**src/rtl/bbd_pkg.sv**
```systemverilog
// ----------------------------------------------------------------------------
// bbd_pkg
// Shared types and constants of the bilinear bayer demosaic block.
// ----------------------------------------------------------------------------
package bbd_pkg;

    localparam int MAX_WIDTH  = 1024;
    localparam int COL_W      = $clog2(MAX_WIDTH);
    localparam int WIDTH_W    = 11;
    localparam int HEIGHT_W   = 12;
    localparam int PIX_W      = 8;
    localparam int CFG_DATA_W = 12;
    localparam int CFG_IDX_W  = 1;
    localparam int SLOTS      = 3;
    localparam int SLOT_W     = 2;

    localparam logic [WIDTH_W-1:0]  WIDTH_MIN    = WIDTH_W'(2);
    localparam logic [WIDTH_W-1:0]  WIDTH_MAX    = WIDTH_W'(MAX_WIDTH);
    localparam logic [HEIGHT_W-1:0] HEIGHT_MIN   = HEIGHT_W'(2);
    localparam logic [WIDTH_W-1:0]  WIDTH_RESET  = WIDTH_W'(640);
    localparam logic [HEIGHT_W-1:0] HEIGHT_RESET = HEIGHT_W'(480);

    localparam logic [CFG_IDX_W-1:0] REG_FRAME_WIDTH  = 1'b0;
    localparam logic [CFG_IDX_W-1:0] REG_FRAME_HEIGHT = 1'b1;

    // which columns of the window are replicated at the row edges
    typedef enum logic [1:0] {
        COL_FIRST  = 2'b00,
        COL_SECOND = 2'b01,
        COL_INNER  = 2'b10
    } bbd_col_mode_t;

    // one column of the 3x3 window, rows above, at and below the center
    typedef struct packed {
        logic [PIX_W-1:0] up;
        logic [PIX_W-1:0] mid;
        logic [PIX_W-1:0] low;
    } bbd_col_t;

    typedef struct packed {
        bbd_col_t left;
        bbd_col_t center;
        bbd_col_t right;
    } bbd_window_t;

    typedef struct packed {
        logic odd_row;
        logic odd_col;
    } bbd_site_t;

    typedef struct packed {
        logic [PIX_W-1:0] blue;
        logic [PIX_W-1:0] green;
        logic [PIX_W-1:0] red;
    } bbd_rgb_t;

    typedef struct packed {
        logic            emit;
        bbd_col_mode_t   col_mode;
        logic            up_clamp;
        logic            low_clamp;
        logic [SLOT_W-1:0] mid_sel;
        logic [SLOT_W-1:0] up_sel;
        bbd_site_t       site;
        logic            eor;
        logic            eof;
    } bbd_ctrl_t;

endpackage

```
**src/rtl/bbd_interp.sv**
```systemverilog
// ----------------------------------------------------------------------------
// bbd_interp
// Bilinear interpolation of one GRBG site from its 3x3 window.
// ----------------------------------------------------------------------------
module bbd_interp
(
    input  bbd_pkg::bbd_window_t win,
    input  bbd_pkg::bbd_site_t   site,
    output bbd_pkg::bbd_rgb_t    pix
);

    logic [bbd_pkg::PIX_W:0]   horiz_sum;
    logic [bbd_pkg::PIX_W:0]   vert_sum;
    logic [bbd_pkg::PIX_W+1:0] cross_sum;
    logic [bbd_pkg::PIX_W+1:0] diag_sum;
    logic [bbd_pkg::PIX_W-1:0] horiz;
    logic [bbd_pkg::PIX_W-1:0] vert;
    logic [bbd_pkg::PIX_W-1:0] cross_avg;
    logic [bbd_pkg::PIX_W-1:0] diag;

    assign horiz_sum = {1'b0, win.left.mid} + {1'b0, win.right.mid};
    assign vert_sum  = {1'b0, win.center.up} + {1'b0, win.center.low};
    assign cross_sum = {1'b0, horiz_sum} + {1'b0, vert_sum};
    assign diag_sum  = {2'b00, win.left.up} + {2'b00, win.right.up}
                     + {2'b00, win.left.low} + {2'b00, win.right.low};

    assign horiz     = horiz_sum[bbd_pkg::PIX_W:1];
    assign vert      = vert_sum[bbd_pkg::PIX_W:1];
    assign cross_avg = cross_sum[bbd_pkg::PIX_W+1:2];
    assign diag      = diag_sum[bbd_pkg::PIX_W+1:2];

    always_comb
    begin
        if (site.odd_row == site.odd_col)
        begin
            // green site
            pix.green = win.center.mid;
            if (!site.odd_row)
            begin
                pix.red  = horiz;
                pix.blue = vert;
            end
            else
            begin
                pix.blue = horiz;
                pix.red  = vert;
            end
        end
        else if (!site.odd_row)
        begin
            // red site
            pix.red   = win.center.mid;
            pix.green = cross_avg;
            pix.blue  = diag;
        end
        else
        begin
            // blue site
            pix.blue  = win.center.mid;
            pix.green = cross_avg;
            pix.red   = diag;
        end
    end

endmodule
```
**config.mk**
```make
export PLATFORM = sky130hd
export DESIGN_NAME = bbd_interp
export DESIGN_NICKNAME = d
export VERILOG_FILES = /design/src/rtl/bbd_pkg.sv /design/src/rtl/bbd_interp.sv
export SDC_FILE = /design/constraint.sdc
export NUM_CORES = 1
export LEC_CHECK = 0
export BUFFER_PORTS_ARGS = -buffer_cell sky130_fd_sc_hd__buf_4
export CAP_MARGIN = 20
export CORE_MARGIN = 1.5
export CORE_UTILIZATION = 50
export DETAILED_ROUTE_END_ITERATION = 12
export PLACE_DENSITY = 0.89
export SKIP_LAST_GASP = 1
export SLEW_MARGIN = 20
export SYNTH_ARGS = -nofsm -noshare
export SYNTH_HDL_FRONTEND = slang
export SYNTH_SLANG_ARGS = --single-unit
```
**constraint.sdc**
```tcl
create_clock -name vclk -period 4.3
set_input_delay 0.43 -clock vclk [all_inputs]
set_output_delay 0.43 -clock vclk [all_outputs]
set_load 0.05 [all_outputs]
```
# Word level (Yosys, flattened, before mapping)
# Cells that the tools add are included.
# W data, S select, Z words.
dict set report totals {
  elab_cells 11
  reg_bits 0
  inputBits 74
}
dict set report op_classes {
  add_sub_neg 6
  mux 4
  eq_ne 1
}
# operator n
set ops {}
lappend ops {{$mux W24} 2}
lappend ops {{$add A8 B8 Y9} 3}
lappend ops {{$mux W8} 2}
lappend ops {{$add A10 B8 Y10} 1}
lappend ops {{$add A9 B8 Y10} 1}
lappend ops {{$add A9 B9 Y10} 1}
lappend ops {{$eq A1 B1 Y1} 1}

# Longest topological paths before layout
# Gate-level depths: netlist (run 1).
dict set report logic_depth {
  depth_word 5
  depth_mapped 13
}

# Worst setup path after synthesis (run 1)
# No wires, ideal clock.
dict set report synth_timing {
  path_type {in2out}
  startpoint {input win[24] in the netlist's numbering}
  endpoint {output pix[15] in the netlist's numbering}
  arrival_time_ps 3502
  required_ps 3870
  setup_slack_ps 368
  path_stages 12
  path_cell_list {ha_1 > fa_1 > a21o_1 > a21oi_1 > xnor2_1 > ha_1 > nand2_1 > o21ai_0 > maj3_2 > a21o_1 > nand3_1 > a31oi_1}
}
# item line
set synth_rtl {}
lappend synth_rtl {{from (decl)} bbd_interp.sv:7} ;# input bbd_pkg::bbd_window_t win,
lappend synth_rtl {{to (decl)} bbd_interp.sv:9} ;# output bbd_pkg::bbd_rgb_t pix

==> flow_results.org, run 1 <==
** Status
- The flow ran to the end, and the final reports show no timing, DRC or antenna violations.

** Critical path
- Worst path cell trace :: buf_4, ha_1, fa_1, a21o_1, a21oi_1, xnor2_1, ha_1, a21oi_1, o21ai_0, maj3_2, a21o_1, xor2_1, mux2_4, buf_4
- STA classifies the critical path endpoint as a primary output.
- The worst setup path is launched from an input pin.
- Among all stages on the critical path, the largest delay is contributed by sky130_fd_sc_hd__fa_1.
- STA puts the critical path data required time at 3.87 ns.
- Critical path data arrival time :: 3.68 ns
- In this run the worst path has a maximum fanout of 4.
- Classification of the worst setup path :: input pin to primary output
- Slowest Stage Delay on Critical Path :: 0.41 ns

** STA
- Post-route setup TNS :: 0 ns
- The clock period could shrink to 4.11 ns.
- The worst pin sits at a relative slew slack of 71.5%.
- Setup violations remaining at the end of the flow were counted as 0.
- At the pin with the least slew margin, the transition time is 0.428 ns.
- The max-slew violation count came to 0.
- Fin crit share :: 95.5%
- Final hold viol count :: 0
- Achievable frequency :: 244 MHz
- The worst path meets setup with 0.195 ns of slack.
- Setup repair after global routing left no endpoint under its margin.

** Global route
- Total gr overflow :: 0
- Across every metal layer, demand over resource in global routing totals 22.2%.
- The first global-routing pass estimated 8200 um of wire.
- Pin count of the biggest net entering global routing :: 24
- Number of global-route vias before repair :: 1979
- The initial antenna violation count came to 0.

** Floorplan
- The initial utilization of the core area, before any placement, comes to 52.7%.
- From left edge to right edge, the die measures 68.2 um.
- Die Footprint :: 4650 sq um
- Core outline area :: 4030 sq um
- Y dimension of the die :: 68.2 um
- The floorplan has 23 rows.
- IO Count :: 98

** Place
- Post-place instance area :: 2910 sq um
- The congestion estimate from routability-driven global placement came to 0.802.
- Prior to clock tree synthesis, the placed netlist has a worst setup slack of 0.219 ns.
- Detailed Place HPWL :: 4560 um
- Count of buffers inserted at the top-level ports :: 98

** Yosys
- The cell area that synthesis handed to floorplanning was 2120 sq um.
- Warning count from the yosys run :: 0
- Of the post-synthesis cell area, the dominant cell type holds 17.7%.
- Count of distinct cell types in the synthesized netlist :: 40
- Sequential cells were found to cover 0% of the synthesized design area.
- Synth Area per Inst :: 8.33 sq um
- Counting every net in the synthesized netlist gives 377.
- Of all cell types, the one taking the most synthesized area is sky130_fd_sc_hd__ha_1.
- Gate Count Post-Synth :: 255
- Cell types occupying the most area after synthesis :: sky130_fd_sc_hd__ha_1, sky130_fd_sc_hd__fa_1, sky130_fd_sc_hd__mux4_2

** Clocking
- In this run the post-CTS setup repair buffer count came out at 0.
- Hold-fix buffers at CTS :: 0
- Post-cts gate resize count :: 0

** Cells and area
- The finished cells cover 2910 sq um.
- The layout has 313 filler cells.
- Clock buffer count :: 0
- Post-synthesis to final-layout area growth :: 36.9%
- Summing all multi-input logic gate instances after layout gives 1910 sq um.
- Final core utilization :: 72.1%
- The post-route netlist has 34.1% of its cells at a drive strength greater than 1.
- At the end of the flow, the number of nets in the layout was 473.
- Final sequential cell count :: 0
- In the final layout, flip-flops and latches occupy 0 sq um.
- 0 antenna diodes ended up in the layout.

** Routing
- Count of routing violations after the opening detailed-route iteration :: 128
- Via Count :: 2107
- Final ANT Viol Nets :: 0
- For this run, the detailed router's first-pass iteration total came to 4.
- In the final routed layout, each cell accounts on average for 12.9 um.
- # DRC :: 0
- In the routed layout, each cell is associated on average with a via count of 5.28.
- Final wirelength :: 5160 um

** Power and ir drop
- For this design the ratio of total power to cell area is 352 nW/um^2.
- Summing internal, switching and leakage power gives 1.02 mW.
- VDD sags by at most 0.228 mV.
- For this design the static power due to leakage is 1.58 nW.

** Run
- Max Cap Violations :: 0

** Hold path
- The tightest min-delay check is of the input pin to primary output type.
cells by family after synthesis:
kind of cell | Yosys count | share of synthesized area [%]
multiplexers | 15 | 14.4
buffers and inverters | 58 | 10.3
AO/OA/AOI/OAI | 61 | 19.2
AND/OR/NAND/NOR | 46 | 10.3
adder cells (fa/ha/maj) | 49 | 35.2
XOR/XNOR | 26 | 10.7
cells in the mapped netlist:
library cell and count:
sky130_fd_sc_hd__inv_1 53, sky130_fd_sc_hd__ha_1 30, sky130_fd_sc_hd__a21oi_1 22, sky130_fd_sc_hd__fa_1 18
sky130_fd_sc_hd__xnor2_1 16, sky130_fd_sc_hd__nor2_1 15, sky130_fd_sc_hd__a21o_1 12, sky130_fd_sc_hd__mux4_2 12
sky130_fd_sc_hd__nand2_1 10, sky130_fd_sc_hd__xor2_1 10, sky130_fd_sc_hd__nor3_1 7, sky130_fd_sc_hd__o21ai_1 7
sky130_fd_sc_hd__o21a_1 4, sky130_fd_sc_hd__clkbuf_1 3, sky130_fd_sc_hd__nand3_1 3, sky130_fd_sc_hd__a211oi_2 2
sky130_fd_sc_hd__a221oi_2 2, sky130_fd_sc_hd__a22oi_1 2, sky130_fd_sc_hd__and3_1 2, sky130_fd_sc_hd__nand2b_1 2
sky130_fd_sc_hd__nor2b_1 2, sky130_fd_sc_hd__o21ai_0 2, sky130_fd_sc_hd__o22ai_1 2, sky130_fd_sc_hd__a211o_1 1
sky130_fd_sc_hd__a21boi_1 1, sky130_fd_sc_hd__a31o_2 1, sky130_fd_sc_hd__a31oi_1 1, sky130_fd_sc_hd__and4b_1 1
sky130_fd_sc_hd__buf_1 1, sky130_fd_sc_hd__inv_2 1, sky130_fd_sc_hd__maj3_2 1, sky130_fd_sc_hd__mux2_1 1
sky130_fd_sc_hd__mux2_4 1, sky130_fd_sc_hd__mux2i_1 1, sky130_fd_sc_hd__nand3b_1 1, sky130_fd_sc_hd__nand4_1 1
sky130_fd_sc_hd__o221ai_1 1, sky130_fd_sc_hd__o311ai_1 1, sky130_fd_sc_hd__or2_1 1, sky130_fd_sc_hd__or2_2 1
area by class of cell:
cell class / instances / share of cell area [%]
repair buffers: 98 / 25.3
multi-input cells: 197 / 65.6
well taps: 50 / 2.15
inverters: 54 / 6.97
where the power goes:
| group | switching [mW] | total, mW | internal [mW] | leakage [nW] |
|---|---|---|---|---|
| Sequential | 0 | 0 | 0 | 0 |
| Combinational | 0.613 | 1.02 | 0.411 | 1.58 |
| Clock | 0 | 0 | 0 | 0 |
| Total | 0.613 | 1.02 | 0.411 | 1.58 |
routing by layer:
metal	share of wire [%]	track usage, %
met1	41	27.3
met2	52	43.2
met3	7.1	2.63
met4	0	0.750
met5	0	0
final timing paths:
kind / cells after the start / endpoint / start
worst min-delay path: 3 / pix[13] / win[37]
worst max-delay path: 14 / pix[13] / win[24]
through the flow:
stage / std cells / hold WS, ns
floorplan: 255 / 1.08
global placement: 399 / 1.27
detailed placement: 399 / 1.27
CTS: 399 / 1.27
global route: 399 / 1.29
finish: 399 / 1.27
layout by cell type, fill, tap and decap left out, types with 3 or more instances in the layout:
master | netlist | final
sky130_fd_sc_hd__buf_4 | 0 | 98
sky130_fd_sc_hd__inv_1 | 53 | 53
sky130_fd_sc_hd__ha_1 | 30 | 30
sky130_fd_sc_hd__a21oi_1 | 22 | 22
sky130_fd_sc_hd__fa_1 | 18 | 18
sky130_fd_sc_hd__xnor2_1 | 16 | 16
sky130_fd_sc_hd__nor2_1 | 15 | 15
sky130_fd_sc_hd__a21o_1 | 12 | 12
sky130_fd_sc_hd__mux4_2 | 12 | 12
sky130_fd_sc_hd__nand2_1 | 10 | 10
sky130_fd_sc_hd__xor2_1 | 10 | 10
sky130_fd_sc_hd__o21ai_1 | 7 | 7
sky130_fd_sc_hd__nor3_1 | 7 | 7
sky130_fd_sc_hd__o21a_1 | 4 | 4
sky130_fd_sc_hd__nand3_1 | 3 | 3
worst max-delay path, delay by kind of cell:
kind	cells	cell delay, ns
buf+inv	2	0.30
compound gates	5	0.99
mux	1	0.26
xor+xnor	2	0.38
fa+ha+maj	4	1.32
No activity file was read; power rests on OpenSTA's default activity.
==> inputs of run 2 (changes only) <==
--- a/config.mk
+++ b/config.mk
@@ -7,10 +7,9 @@
 export LEC_CHECK = 0
 export BUFFER_PORTS_ARGS = -buffer_cell sky130_fd_sc_hd__buf_4
 export CAP_MARGIN = 20
-export CORE_MARGIN = 1.5
-export CORE_UTILIZATION = 50
+export CORE_UTILIZATION = 37
 export DETAILED_ROUTE_END_ITERATION = 12
-export PLACE_DENSITY = 0.89
+export PLACE_DENSITY = 0.7
 export SKIP_LAST_GASP = 1
 export SLEW_MARGIN = 20
 export SYNTH_ARGS = -nofsm -noshare
==> flow_results.org, run 2 (synthesis gave the netlist of run 1 again) <==
** Global route
- The maximum number of pins on one net before global-route repair was 24 (unchanged).
- Number of global-route vias before repair :: 2066 (+4.4%)
- Total gr overflow :: 0 (unchanged)
- GRT Total Usage :: 17.4% (-4.9 points)
- Global-route wire length before repair :: 8810 um (+7.4%)
- The initial antenna violation count was 0 (unchanged).

** STA
- The setup TNS after final layout is 0 ns (unchanged).
- Setup WS post-layout :: 0.225 ns (+0.0304 ns)
- The final count of negative-setup-slack endpoints was 0 (unchanged).
- Final hold viol count :: 0 (unchanged)
- Shortest clock period the worst path allows after layout :: 4.07 ns (-0.0304 ns)
- RSZ-0062 raised after global routing :: false
- The maximum clock rate is 245 MHz (+0.75%).
- The max-slew violation count came to 0 (unchanged).
- Fin crit share :: 94.8% (-0.71 points)
- The transition time at the pin with the least slew margin is 0.468 ns (+0.0401 ns).
- Worst max-slew margin expressed relative to the limit :: 68.8% (-2.7 points)

** Place
- The setup slack at placement came to 0.227 ns (+0.00805 ns).
- The count of input and output buffers came to 98 (unchanged).
- The half-perimeter wire length after placement is 4600 um (+0.95%).
- Placer Congestion :: 0.752 (-6.1%)

** Routing
- The detailed-route vias per instance came to 4.93 (-6.7%).
- The via count was 2074 (-1.6%).
- The number of optimization iterations in the first detailed-route pass is 4 (unchanged).
- The average routed wire per standard cell was 12.0 um (-7.2%).
- The detailed-route wire length was 5060 um (-2.1%).
- # DRC :: 0 (unchanged)
- Final ANT Viol Nets :: 0 (unchanged)
- The violation count after the first detailed-routing iteration was 52 (-59%).

** Clocking
- Hold-fix buffers at CTS :: 0 (unchanged)
- Post-cts gate resize count :: 0 (unchanged)
- Setup repair bufs after CTS :: 0 (unchanged)

** Power and ir drop
- The sum of internal, switching and leakage power was 1.02 mW (-0.41%).
- Pwr per Cell Area :: 348 nW/um^2 (-1.3%)
- The peak supply drop came to 0.277 mV (+22%).
- The static power due to leakage was 1.58 nW (unchanged).

** Critical path
- The arrival time at the worst endpoint is 3.64 ns (-0.04 ns).
- Slowest cell on the critical path :: sky130_fd_sc_hd__fa_1
- STA classifies the critical path startpoint as an input pin.
- The worst-path maximum fanout came to 4 (unchanged).
- Worst path cell trace :: buf_4, ha_1, fa_1, a21o_1, a21oi_1, xnor2_1, ha_1, a21oi_1, o21ai_0, maj3_2, a21o_1, xor2_1, mux2_4, buf_4
- The worst setup path is of the input pin to primary output kind.
- Slowest Stage Delay on Critical Path :: 0.40 ns (about the same)
- CP Capture Type :: primary output
- The required time at the endpoint of the critical path is 3.87 ns (about the same).

** Cells and area
- Clock buffer count :: 0 (unchanged)
- Leaving out fill and tap cells, the most frequent cells in the layout are sky130_fd_sc_hd__buf_4, sky130_fd_sc_hd__inv_1, sky130_fd_sc_hd__ha_1, sky130_fd_sc_hd__a21oi_1, sky130_fd_sc_hd__fa_1.
- Seq. cell area :: 0 sq um (unchanged)
- The fraction of final layout cells sized beyond drive strength 1 was 34.1% (unchanged).
- Diodes inserted :: 0 (unchanged)
- The number of flip-flops and latches came to 0 (unchanged).
- Number of nets in the layout :: 473 (unchanged)
- Leaving out fill and tap cells, the most frequent cell in the layout is sky130_fd_sc_hd__buf_4.
- Post-synthesis to final-layout area growth :: 38.2%
- The final core area utilization came to 53.3% (-19 points).

** Floorplan
- The number of top-level pins is 98 (unchanged).
- The site row count is 27 (+17%).
- Core outline area :: 5510 sq um (+37%)
- The die boundary width is 77.8 um (+14%).
- The effective utilization at floorplan is 38.6% (-14 points).
- Die Footprint :: 6050 sq um (+30%)
- Y dimension of the die :: 77.8 um (+14%)

** Hold path
- In this run the worst hold path is classified as input pin to primary output.

** Run
- Max Cap Violations :: 0 (unchanged)

** Status
- Status :: completed
## run 2: cell counts in the layout (fill, tap and decap cells not counted)
No cell type changed its count.
## run 2: area by class of cell
| class | count | area [sq um] |
|---|---|---|
| fill | 547 | 2570 |
| timing repair buffer | 98 | 736 |
| inverter | 54 | 203 |
| multi-input combinational | 197 | 1910 |
| tap | 72 | 90.1 |
## run 2: metal layers
| metal | vias up | wire length [um] | part of all wire [%] | global-route usage (%) |
|---|---|---|---|---|
| met4 | 0 | 0 | 0 | 0.755 |
| li1 | 1066 | - | - | - |
| met5 | - | 0 | 0 | 0 |
| met2 | 76 | 2520 | 50 | 31.9 |
| met1 | 932 | 2180 | 43 | 23.3 |
| met3 | 0 | 360 | 7.1 | 1.06 |
## run 2: report_power, final
part	leakage (nW)	internal, mW	switching, mW	total, mW
Clock	0	0	0	0
Sequential	0	0	0	0
Combinational	1.58	0.410	0.610	1.02
## run 2: path summary, 6_finish.rpt
path	startpoint	end	slack (ns)	depth (start not counted)
max	win[24]	pix[13]	0.23	14
min	win[36]	pix[12]	1.27	4
## run 2: through the flow
step                      cell area, sq um  instances  hold slack, ns
after floorplan                       2120        255            1.08
after global placement                2930        421            1.27
after detailed placement              2930        421            1.28
after CTS                             2930        421            1.28
after global routing                  2930        421            1.28
final                                 2930        421            1.27
## run 2: critical path: cells and delay by family
family | cells | cell delay, ns
AO/OA/AOI/OAI | 5 | 0.95
XOR/XNOR | 2 | 0.38
adder cells (fa/ha/maj) | 4 | 1.32
buffers and inverters | 2 | 0.30
multiplexers | 1 | 0.27
==> inputs of run 3 (changes only) <==
==> constraint.sdc (replaced) <==
create_clock -name vclk -period 4.8
set_input_delay 0.48 -clock vclk [all_inputs]
set_output_delay 0.48 -clock vclk [all_outputs]
set_load 0.05 [all_outputs]
==> flow_results.org, run 3 (synthesis gave the netlist of run 1 again) <==
** Power and ir drop
- Pwr per Cell Area :: 313 nW/um^2 (-10%)
- The peak supply drop was 0.231 mV (-17%).
- Internal power of the cells :: 368 uW (-10%)
- The part of the power in the clock network was 0% (unchanged).
- Sw Ratio :: 59.9% (+0.11 points)
- The net switching power is 549 uW (-9.9%).
- The combinational share of power was 100.0% (about the same).
- Total leakage power :: 1.58 nW (unchanged)
- The sequential share of power is 0% (unchanged).

** Critical path
- The worst setup path is launched from an input pin.
- The worst-path maximum fanout is 4 (unchanged).
- For this design, the slowest cell found on the critical path is sky130_fd_sc_hd__fa_1.
- Classification of the worst setup path :: input pin to primary output
- Crit path max-delay family :: adder cells
- The arrival time at the worst endpoint is 3.70 ns (+0.06 ns).
- The required time at the endpoint of the critical path came to 4.32 ns (+0.45 ns).
- Worst path cell trace :: buf_4, ha_1, fa_1, a21o_1, a21oi_1, xnor2_1, ha_1, a21oi_1, o21ai_0, maj3_2, a21o_1, xor2_1, mux2_4, buf_4
- The total buffers and inverters traversed by the critical path is 2 (unchanged).
- Slowest Stage Delay on Critical Path :: 0.40 ns (about the same)
- STA classifies the critical path endpoint as a primary output.

** Place
- Detailed Place HPWL :: 4630 um (+0.54%)
- Placer Congestion :: 0.752 (unchanged)
- Post-place instance area :: 2930 sq um (unchanged)
- The count of input and output buffers came to 98 (unchanged).

** Cells and area
- Seq. cell area :: 0 sq um (unchanged)
- The library cells used most frequently in the layout, excluding fill and tap cells, are sky130_fd_sc_hd__buf_4, sky130_fd_sc_hd__inv_1, sky130_fd_sc_hd__ha_1, sky130_fd_sc_hd__a21oi_1, sky130_fd_sc_hd__fa_1.
- Most common cell after layout, fill and taps aside :: sky130_fd_sc_hd__buf_4
- The final-layout clock buffer total is 0 (unchanged).
- The number of diodes was 0 (unchanged).
- Number of nets in the layout :: 473 (unchanged)
- The fraction of final layout cells sized beyond drive strength 1 is 34.1% (unchanged).
- The post-route standard cell area excluding fillers was 2930 sq um (unchanged).
- Final sequential cell count :: 0 (unchanged)
- Post-synthesis to final-layout area growth :: 38.2% (unchanged)

** STA
- Shortest clock period the worst path allows after layout :: 4.18 ns
- Worst max-slew margin expressed relative to the limit :: 69.7% (+0.87 points)
- The setup TNS after final layout was 0 ns (unchanged).
- The final critical path takes up 87.0% of the cycle.
- Final setup vio count :: 0 (unchanged)
- The max-slew violation count was 0 (unchanged).
- Setup repair after global routing left no endpoint under its margin.
- Worst Max-Slew Pin Slew :: 0.455 ns (-0.0130 ns)
- Achievable frequency :: 239 MHz
- The number of endpoints with negative hold slack in the final report came to 0 (unchanged).

** Routing
- The violation count after the first detailed-routing iteration came to 68 (+31%).
- Final ANT Viol Nets :: 0 (unchanged)
- The count of unresolved DRC violations after routing is 0 (unchanged).
- The detailed-route wire length was 5130 um (+1.5%).
- Via Count :: 2073 (-0.048%)
- The number of optimization iterations in the first detailed-route pass is 4 (unchanged).
- Number of vias per cell :: 4.92 (about the same)
- The average routed wire per standard cell came to 12.2 um (+1.5%).

** Floorplan
- Initial Util :: 38.6% (unchanged)
- IO Count :: 98 (unchanged)
- The area of the die was 6050 sq um (unchanged).
- The chip height came to 77.8 um (unchanged).
- Core outline area :: 5510 sq um (unchanged)
- The site row count is 27 (unchanged).
- The die boundary width was 77.8 um (unchanged).

** Global route
- The initial antenna violation count is 0 (unchanged).
- Total gr overflow :: 0 (unchanged)
- The first-pass GRT wire length came to 8670 um (-1.6%).
- The number of global-route vias before repair is 2002 (-3.1%).
- The maximum number of pins on one net before global-route repair is 24 (unchanged).
- GRT Total Usage :: 17.2% (-0.16 points)

** Run
- The total of max-cap violations came to 0 (unchanged).

** Clocking
- The number of buffers inserted for hold repair after clock tree synthesis came to 0 (unchanged).
- The number of post-CTS setup repair buffers was 0 (unchanged).
- The number of gates resized after cts was 0 (unchanged).

** Status
- The flow ran to the end, and the final reports show no timing, DRC or antenna violations.

** Hold path
- Path type of the worst min-delay path :: input pin to primary output
run 3: cell counts in the layout (fill, tap and decap cells not counted):
Identical to the previous run, type by type.
run 3: per-stage QoR:
stage / power [mW] / utilization (%) / hold WS (ns) / std cells / setup slack, ns
after floorplan: 0.678 / - / 1.18 / 255 / 0.768
after global placement: 0.906 / 53.3 / 1.37 / 421 / 0.679
after detailed placement: 0.918 / 53.3 / 1.37 / 421 / 0.621
after CTS: 0.923 / 53.3 / 1.37 / 421 / 0.611
after global routing: 0.998 / 53.3 / 1.39 / 421 / 0.433
final: 0.917 / 53.3 / 1.36 / 421 / 0.623
run 3: power groups by stage:
stage | combinational, mW | sequential, mW | clock (mW)
2_1_floorplan | 0.678 | 0 | 0
3_3_place_gp | 0.906 | 0 | 0
3_5_place_dp | 0.918 | 0 | 0
4_1_cts | 0.923 | 0 | 0
5_1_grt | 0.998 | 0 | 0
6_report | 0.917 | 0 | 0
run 3: routing by layer:
metal	up-vias	track usage, %	part of all wire (%)
met5	-	0	0
met1	937	22.9	44
li1	1069	-	-
met3	0	1.65	6.4
met4	0	0.755	0
met2	67	31.4	49
run 3: path summary, 6_finish.rpt:
path / from / to / cells past startpoint
max: win[8] / pix[13] / 14
min: win[38] / pix[14] / 4
run 3: area by class of cell:
cell class	count	area, sq um
Timing Repair Buffer	98	736
Multi-Input combinational cell	197	1910
Fill cell	546	2570
Inverter	54	203
Tap cell	72	90.1
